`src/rtl/core/tsa_pkg.sv`:
```
package tsa_pkg;

    localparam int VERTEX_BITS = 16;
    localparam int SUM_BITS    = 17;
    localparam int MAT_BITS    = 11;
    localparam int TEX_BITS    = 10;

    localparam logic [7:0] BYTE_ERROR   = 8'h80;
    localparam logic [7:0] RESTART_BIAS = 8'h81;
    localparam logic [1:0] HELD_DEPTH   = 2'd3;

    localparam logic [MAT_BITS-1:0] MAT_NONE  = 11'd0;
    localparam logic [MAT_BITS-1:0] MAT_DUMMY = 11'd1;
    localparam logic [MAT_BITS-1:0] MAT_BIAS  = 11'd2;

    typedef enum logic [1:0]
    {
        OP_INDEX  = 2'd0,
        OP_BEGIN  = 2'd1,
        OP_FINISH = 2'd2
    } op_t;

    typedef enum logic [1:0]
    {
        ERR_NONE   = 2'd0,
        ERR_BYTE   = 2'd1,
        ERR_RANGE  = 2'd2,
        ERR_SHORT  = 2'd3
    } err_t;

    typedef struct packed
    {
        logic [VERTEX_BITS-1:0] a;
        logic [VERTEX_BITS-1:0] b;
        logic [VERTEX_BITS-1:0] c;
    } face_t;

    // Every result one transaction produces
    typedef struct packed
    {
        face_t [2:0]         faces;
        logic [MAT_BITS-1:0] material;
        logic [1:0]          count;
        logic                marker;
        err_t                err;
    } bundle_t;

    function automatic logic [1:0] ring_next_pos(input logic [1:0] p);
        begin
            ring_next_pos = (p == 2'd2) ? 2'd0 : p + 2'd1;
        end
    endfunction

    function automatic logic [1:0] ring_prev_pos(input logic [1:0] p);
        begin
            ring_prev_pos = (p == 2'd0) ? 2'd2 : p - 2'd1;
        end
    endfunction

endpackage

```
`src/rtl/core/triangle_strip_assembler_top.sv`:
```
// Channel   Direction  Handshake               Payload
// input     in         in_valid / in_stall     operation, index_byte, side_index,
//                                              texture_number, base_vertex, vertex_total
// output    out        out_valid / out_stall   corner_a..c, material_id, item_kind,
//                                              error_code, last_flag
// config    in         cfg_wr_en               cfg_wr_data (texture limit)
//
// One input transaction per cycle while in_stall is low; the strip ring, held faces and group state
// update in the cycle the transaction is accepted.
// Results leave one per cycle while out_stall is low; a transaction with three results holds the output
// until all three have left, so the input then runs at the result rate.
// A two-entry result buffer lets input continue while out_stall is high, then
// in_stall rises. Reset is asynchronous and clears all control state.
module triangle_strip_assembler_top
(
    input  logic                           clk,
    input  logic                           rst_n,
    input  logic                           cfg_wr_en,
    input  logic [tsa_pkg::TEX_BITS-1:0]   cfg_wr_data,
    input  logic                           in_valid,
    output logic                           in_stall,
    input  logic [1:0]                     operation,
    input  logic [7:0]                     index_byte,
    input  logic [7:0]                     side_index,
    input  logic signed [10:0]             texture_number,
    input  logic [15:0]                    base_vertex,
    input  logic [15:0]                    vertex_total,
    output logic                           out_valid,
    input  logic                           out_stall,
    output logic [15:0]                    corner_a,
    output logic [15:0]                    corner_b,
    output logic [15:0]                    corner_c,
    output logic [10:0]                    material_id,
    output logic                           item_kind,
    output logic [1:0]                     error_code,
    output logic                           last_flag
);
    import tsa_pkg::*;

    logic [TEX_BITS-1:0]               texture_limit_reg;
    logic [2:0][VERTEX_BITS-1:0]       ring_reg, ring_next;
    logic [1:0]                        pos_reg, pos_next;
    logic                              rev_reg, rev_next;
    face_t [2:0]                       held_reg, held_next;
    logic [1:0]                        hcnt_reg, hcnt_next;
    logic [MAT_BITS-1:0]               mat_reg, mat_next;
    logic                              stopped_reg, stopped_next;
    logic [15:0]                       base_reg, base_next;
    logic [15:0]                       limit_reg, limit_next;

    bundle_t                           head_reg, tail_reg, new_bundle;
    logic                              head_valid_reg, tail_valid_reg, new_valid;
    logic [1:0]                        idx_reg;

    logic                              accept;
    logic [7:0]                        offset;
    logic [SUM_BITS-1:0]               vsum;
    logic [VERTEX_BITS-1:0]            vtx;
    logic                              in_range;
    logic [MAT_BITS-1:0]               tex_mat;
    face_t                             new_face;
    face_t                             out_face;
    logic                              pop, last_res, head_free;

    assign in_stall = tail_valid_reg;
    assign accept   = in_valid & ~in_stall;

    always_comb
    begin
        if (index_byte == 8'd0)
        begin
            offset = side_index - 8'd1;
        end
        else if (index_byte[7])
        begin
            offset = index_byte - RESTART_BIAS;
        end
        else
        begin
            offset = index_byte - 8'd1;
        end
    end

    assign vsum     = {1'b0, base_reg} + {{(SUM_BITS-8){1'b0}}, offset};
    assign vtx      = VERTEX_BITS'(vsum);
    assign in_range = vsum < {1'b0, limit_reg};

    always_comb
    begin
        if (texture_number[10])
        begin
            tex_mat = MAT_NONE;
        end
        else if (texture_number[TEX_BITS-1:0] >= texture_limit_reg)
        begin
            tex_mat = MAT_DUMMY;
        end
        else
        begin
            tex_mat = {1'b0, texture_number[TEX_BITS-1:0]} + MAT_BIAS;
        end
    end

    always_comb
    begin
        if (rev_reg)
        begin
            new_face.a = vtx;
            new_face.b = ring_reg[ring_prev_pos(pos_reg)];
            new_face.c = ring_reg[ring_next_pos(pos_reg)];
        end
        else
        begin
            new_face.a = ring_reg[ring_next_pos(pos_reg)];
            new_face.b = ring_reg[ring_prev_pos(pos_reg)];
            new_face.c = vtx;
        end
    end

    always_comb
    begin
        ring_next    = ring_reg;
        pos_next     = pos_reg;
        rev_next     = rev_reg;
        held_next    = held_reg;
        hcnt_next    = hcnt_reg;
        mat_next     = mat_reg;
        stopped_next = stopped_reg;
        base_next    = base_reg;
        limit_next   = limit_reg;
        new_bundle   = '0;
        new_valid    = 1'b0;
        if (accept)
        begin
            case (op_t'(operation))
                OP_BEGIN:
                begin
                    base_next    = base_vertex;
                    limit_next   = vertex_total;
                    ring_next    = '0;
                    pos_next     = 2'd0;
                    rev_next     = 1'b1;
                    stopped_next = 1'b0;
                end
                OP_FINISH:
                begin
                    new_valid = 1'b1;
                    if (hcnt_reg != 2'd0)
                    begin
                        new_bundle.faces    = held_reg;
                        new_bundle.count    = hcnt_reg;
                        new_bundle.material = mat_reg;
                    end
                    else
                    begin
                        new_bundle.count  = 2'd1;
                        new_bundle.marker = 1'b1;
                    end
                    ring_next    = '0;
                    pos_next     = 2'd0;
                    rev_next     = 1'b1;
                    hcnt_next    = 2'd0;
                    mat_next     = MAT_NONE;
                    stopped_next = 1'b0;
                    base_next    = '0;
                    limit_next   = '0;
                end
                OP_INDEX:
                begin
                    if (!stopped_reg)
                    begin
                        if (index_byte == BYTE_ERROR)
                        begin
                            new_valid        = 1'b1;
                            new_bundle.count = 2'd1;
                            new_bundle.marker = 1'b1;
                            new_bundle.err   = ERR_BYTE;
                            stopped_next     = 1'b1;
                        end
                        else if (index_byte == 8'd0 && side_index == 8'd0)
                        begin
                            new_valid         = 1'b1;
                            new_bundle.count  = 2'd1;
                            new_bundle.marker = 1'b1;
                            stopped_next      = 1'b1;
                            if (hcnt_reg < HELD_DEPTH)
                            begin
                                new_bundle.err = ERR_SHORT;
                            end
                            else
                            begin
                                hcnt_next = 2'd0;
                            end
                        end
                        else if (!in_range)
                        begin
                            new_valid         = 1'b1;
                            new_bundle.count  = 2'd1;
                            new_bundle.marker = 1'b1;
                            new_bundle.err    = ERR_RANGE;
                            stopped_next      = 1'b1;
                        end
                        else
                        begin
                            ring_next[pos_reg] = vtx;
                            pos_next           = ring_next_pos(pos_reg);
                            rev_next           = ~rev_reg;
                            if (index_byte == 8'd0)
                            begin
                                // new material group: flush what is held
                                new_valid           = hcnt_reg != 2'd0;
                                new_bundle.faces    = held_reg;
                                new_bundle.count    = hcnt_reg;
                                new_bundle.material = mat_reg;
                                hcnt_next           = 2'd0;
                                mat_next            = tex_mat;
                            end
                            else if (!index_byte[7])
                            begin
                                if (hcnt_reg == HELD_DEPTH)
                                begin
                                    new_valid           = 1'b1;
                                    new_bundle.faces[0] = held_reg[0];
                                    new_bundle.count    = 2'd1;
                                    new_bundle.material = mat_reg;
                                    held_next[0]        = held_reg[1];
                                    held_next[1]        = held_reg[2];
                                    held_next[2]        = new_face;
                                end
                                else
                                begin
                                    held_next[hcnt_reg] = new_face;
                                    hcnt_next           = hcnt_reg + 2'd1;
                                end
                            end
                        end
                    end
                end
                default:
                begin
                end
            endcase
        end
    end

    always_ff @(posedge clk or negedge rst_n)
    begin
        if (!rst_n)
        begin
            texture_limit_reg <= '0;
            ring_reg          <= '0;
            pos_reg           <= 2'd0;
            rev_reg           <= 1'b1;
            hcnt_reg          <= 2'd0;
            mat_reg           <= MAT_NONE;
            stopped_reg       <= 1'b0;
            base_reg          <= '0;
            limit_reg         <= '0;
        end
        else
        begin
            if (cfg_wr_en)
            begin
                texture_limit_reg <= cfg_wr_data;
            end
            ring_reg    <= ring_next;
            pos_reg     <= pos_next;
            rev_reg     <= rev_next;
            hcnt_reg    <= hcnt_next;
            mat_reg     <= mat_next;
            stopped_reg <= stopped_next;
            base_reg    <= base_next;
            limit_reg   <= limit_next;
        end
    end

    always_ff @(posedge clk)
    begin
        held_reg <= held_next;
    end

    // result buffer: head drains one result per cycle while out_stall is low, tail catches one transaction
    assign pop       = head_valid_reg & ~out_stall;
    assign last_res  = idx_reg == (head_reg.count - 2'd1);
    assign head_free = ~head_valid_reg | (pop & last_res);

    always_ff @(posedge clk or negedge rst_n)
    begin
        if (!rst_n)
        begin
            head_valid_reg <= 1'b0;
            tail_valid_reg <= 1'b0;
            idx_reg        <= 2'd0;
        end
        else
        begin
            if (pop)
            begin
                idx_reg <= last_res ? 2'd0 : idx_reg + 2'd1;
            end
            if (head_free)
            begin
                if (tail_valid_reg)
                begin
                    tail_valid_reg <= 1'b0;
                end
                else
                begin
                    head_valid_reg <= new_valid;
                end
            end
            else if (new_valid)
            begin
                tail_valid_reg <= 1'b1;
            end
        end
    end

    always_ff @(posedge clk)
    begin
        if (head_free)
        begin
            head_reg <= tail_valid_reg ? tail_reg : new_bundle;
        end
        if (new_valid && !head_free)
        begin
            tail_reg <= new_bundle;
        end
    end

    assign out_face    = head_reg.faces[idx_reg];
    assign out_valid   = head_valid_reg;
    assign corner_a    = 16'(out_face.a);
    assign corner_b    = 16'(out_face.b);
    assign corner_c    = 16'(out_face.c);
    assign material_id = head_reg.material;
    assign item_kind   = head_reg.marker;
    assign error_code  = head_reg.err;
    assign last_flag   = last_res;

endmodule

```
`config.mk`:
```
export PLATFORM = sky130hd
export DESIGN_NAME = triangle_strip_assembler_top
export DESIGN_NICKNAME = d
export VERILOG_FILES = /design/src/rtl/core/tsa_pkg.sv /design/src/rtl/core/triangle_strip_assembler_top.sv
export SDC_FILE = /design/constraint.sdc
export NUM_CORES = 1
export LEC_CHECK = 0
export BUFFER_PORTS_ARGS = -buffer_cell sky130_fd_sc_hd__buf_2
export CAP_MARGIN = 20
export CORE_ASPECT_RATIO = 1.1
export CORE_UTILIZATION = 48
export CTS_BUF_LIST = sky130_fd_sc_hd__clkbuf_4 sky130_fd_sc_hd__clkbuf_8 sky130_fd_sc_hd__clkbuf_16
export DETAILED_ROUTE_END_ITERATION = 6
export GPL_TIMING_DRIVEN = 0
export PLACE_DENSITY_LB_ADDON = 0.08
export SETUP_SLACK_MARGIN = 0.1
export SKIP_LAST_GASP = 1
export SYNTH_ARGS = -nofsm -noshare
export SYNTH_HDL_FRONTEND = slang
export SYNTH_SLANG_ARGS = --single-unit
export TNS_END_PERCENT = 10
```
`constraint.sdc`:
```
create_clock -name clk -period 19.7 [get_ports clk]
set_clock_uncertainty 0.15 [all_clocks]
set_input_delay 4.925 -clock clk [delete_from_list [all_inputs] [get_ports clk]]
set_output_delay 4.925 -clock clk [all_outputs]
set_load 0.1 [all_outputs]
```
==> run_results.csv <==
group,metric,value,unit
outcome,status,"completed",
global_routing,grt_usage,24.7,%
min_path,worstHoldEndpoint,"limit_reg[15]",
global_routing,grt_max_degree,67,
sta,tightest_slew,1.01,ns
pwr,power_frac_comb,41.7,%
setup_path,r2r_end,"tail_reg[80]",
drt,avgViaCountPerCell,5.62,
synthesis,synthArstFlopShare,19.3,%
setup_path,reg2reg_setup_slack,13.08,ns
cts,postCtsHoldBufs,0,
synthesis,synth_edf_count,464,
setup_path,crit_path_end_kind,"register",
pwr,clkPwrFrac,22.3,%
drt,vias,17200,
cts,cts_made_buffers,58,
placed_design,place.gp.congestion,0.930,
sta,setup_violations,0,
drt,maxUsedRoutingLayer,"met4",
cts,post_cts_resized,0,
floorplanning,ioPinCount,141,
finish,multi_input_area,0.00881,mm^2
pwr,powerDensity,161,mW/mm^2
synthesis,yosysTopAreaCell,"edfxtp_1",
cts,clk_latency,0.63,ns
cts,cts_tree,"built",
setup_path,cp.required,19.93,ns
pwr,power.switching,2.11,mW
cts,ctsLongestPathBuffers,3,
job,cap_violations,0,
finish,fillers,4564,
finish,diodes,0,
floorplanning,die_w,225,um
setup_path,reg2reg_depth,22,
finish,final_cells,3066,
finish,mostFrequentLayoutCell,"edfxtp_1",
finish,syn_to_final_growth,14.4,%
cts,cts.sinks,575,
drt,wl_per_cell,22.3,um
synthesis,yosys_warnings,0,
drt,route.detailed.drc,0,
synthesis,yosysTopAreaCellShare,52.8,%
cts,cts_setup_buffers,0,
setup_path,cp_slowest_cell,"nor4b_2",
pwr,swShare,43.6,%
min_path,hp-start,"limit_reg[15]",
sta,holdWs,0.326,ns
finish,final_cell_mix,"edfxtp_1, a22o_1, nand2_1",
setup_path,regToRegStartpoint,"base_reg[0]",
min_path,min_path_cells,2,
synthesis,syn_nets,2206,
synthesis,ys_ff_latch,575,
pwr,power,4.84,mW
synthesis,yosysSeqAreaShare,63.4,%
setup_path,critPathLaunch,"index_byte[0]",
pwr,seq_power_share,36.1,%
synthesis,ys_top_cells_by_area,"edfxtp_1, dfrtp_1, a22o_1, and2_1, mux2i_1",
pwr,peakVddDrop,131,uV
sta,period_minus_slack,12.14,ns
setup_path,cp-start-kind,"input port",
finish,fin_nets,2418,
synthesis,synth_ff_type,"edfxtp_1",
drt,wl_met1,28800,um
sta,slew_headroom,31.9,%
synthesis,synth_area,0.0264,mm^2
min_path,hold_class,"reg2reg",
cts,clockRootBuffer,"clkbuf_16",
floorplanning,die_area,0.0559,mm^2
floorplanning,initial_core_util,48.8,%
drt,initialDrtViolationCount,1506,
global_routing,overflow,0,
sta,slew_violations,0,
finish,largest_reg_flops,160,
sta,max_freq,82.4,MHz
global_routing,grt_antenna_before_repair,0,
drt,wl,68500,um
global_routing,grt_pass1_vias,16800,
setup_path,crit_path_max_incr_delay,0.70,ns
setup_path,cp_max_fo,29,
synthesis,synthCells,2080,
sta,hold_viol_final,0,
drt,met2_length,34000,um
pwr,p_int,2.73,mW
sta,fin_crit_sh,61.6,%
synthesis,synth.avg_cell_area,12.7,um^2
drt,final_antenna_net_count,0,
cts,htreeDepth,2,
synthesis,synth.distinct_cells,73,
placed_design,dp_hpwl,50600,um
floorplanning,fp-row-count,89,
setup_path,setup.worst_path.class,"in2reg",
finish,drive_above_1_share,13.3,%
floorplanning,core,0.0540,mm^2
global_routing,grt_pass1_wl,102000,um
cts,clk_pin_slew_worst_paths,0.06,ns
setup_path,crit_arrival,12.37,ns
pwr,leakagePower,11.6,nW
drt,met3_length,3840,um
floorplanning,die_h,248,um
placed_design,port_buffers,139,
placed_design,place_inst,2960,
sta,rsz0062_at_grt,"false",
drt,firstDrtPassIters,5,
finish,ff_latch_area,0.0167,mm^2
==> power groups by stage <==
stage          combinational (mW)  clock, mW  sequential [mW]
6_report                     2.02       1.08             1.75
5_1_grt                      2.14       1.14             1.77
4_1_cts                      2.03       1.09             1.75
3_5_place_dp                 2.03          0             1.77
3_3_place_gp                 1.97          0             1.81
2_1_floorplan                1.47          0             1.78
==> routing by layer <==
metal,track usage (%),up-vias
met5,0,-
met3,4.03,98
met4,7.00,0
li1,-,8138
met1,31.9,8527
met2,42.8,474
==> synthesized netlist by cell type (41+ instances only) <==
| cell | instances |
|---|---|
| ha_1 | 49 |
| clkbuf_1 | 113 |
| mux2i_1 | 94 |
| and2_1 | 178 |
| inv_1 | 59 |
| edfxtp_1 | 464 |
| nand2b_1 | 41 |
| a22o_1 | 238 |
| dfrtp_1 | 110 |
| nor2_1 | 63 |
| nand2_1 | 210 |
| o21ai_0 | 164 |
==> metrics by stage <==
stage / cell area [um^2] / setup TNS, ns / utilization, % / worst slack, ns
after global routing: 30200 / 0 / 55.8 / 7.25
after floorplan: 26400 / 0 / - / 3.21
after CTS: 30200 / 0 / 55.8 / 7.58
final: 30200 / 0 / 55.8 / 7.56
after global placement: 28000 / -354.03 / 51.8 / -2.24
after detailed placement: 28300 / 0 / 52.4 / 6.92
==> worst max-delay path by stage <==
stage | cells past startpoint | end | slack, ns
final | 29 | tail_reg[80] | 7.56
after global routing | 29 | tail_reg[29] | 7.25
after CTS | 29 | tail_reg[29] | 7.58
after detailed placement | 29 | tail_reg[37] | 6.92
after global placement | 24 | tail_reg[41] | -2.24
after floorplan | 23 | tail_reg[0] | 3.21
==> cell families (layout without fill, tap and decap cells) <==
logic type | count (synthesis) | after routing | synth area share [%]
and+or+nand+nor | 596 | 596 | 11.6
muxes | 96 | 96 | 3.65
adders and majority gates | 50 | 50 | 2.40
xor gates and xnor gates | 31 | 31 | 1.03
buffers and inverters | 211 | 469 | 3.34
AOI/OAI and AO/OA | 521 | 521 | 14.6
DFF | 575 | 575 | 63.4
==> area by class of cell <==
type,count,share of cell area [%]
sequential,575,55.4
multi-input combinational,1294,29.2
clock buffer,75,5.33
timing repair buffer,152,3.31
tap,728,3.02
buffer,151,2.17
clock inverter,31,0.772
inverter,60,0.747
==> worst max-delay path, delay by kind of cell <==
family / cells / cell delay, ns
and+or+nand+nor: 7 / 2.07
AOI/OAI and AO/OA: 7 / 1.84
buffers and inverters: 10 / 1.58
adders and majority gates: 4 / 1.25
xor gates and xnor gates: 1 / 0.61
(Power assumes the default switching activity.)
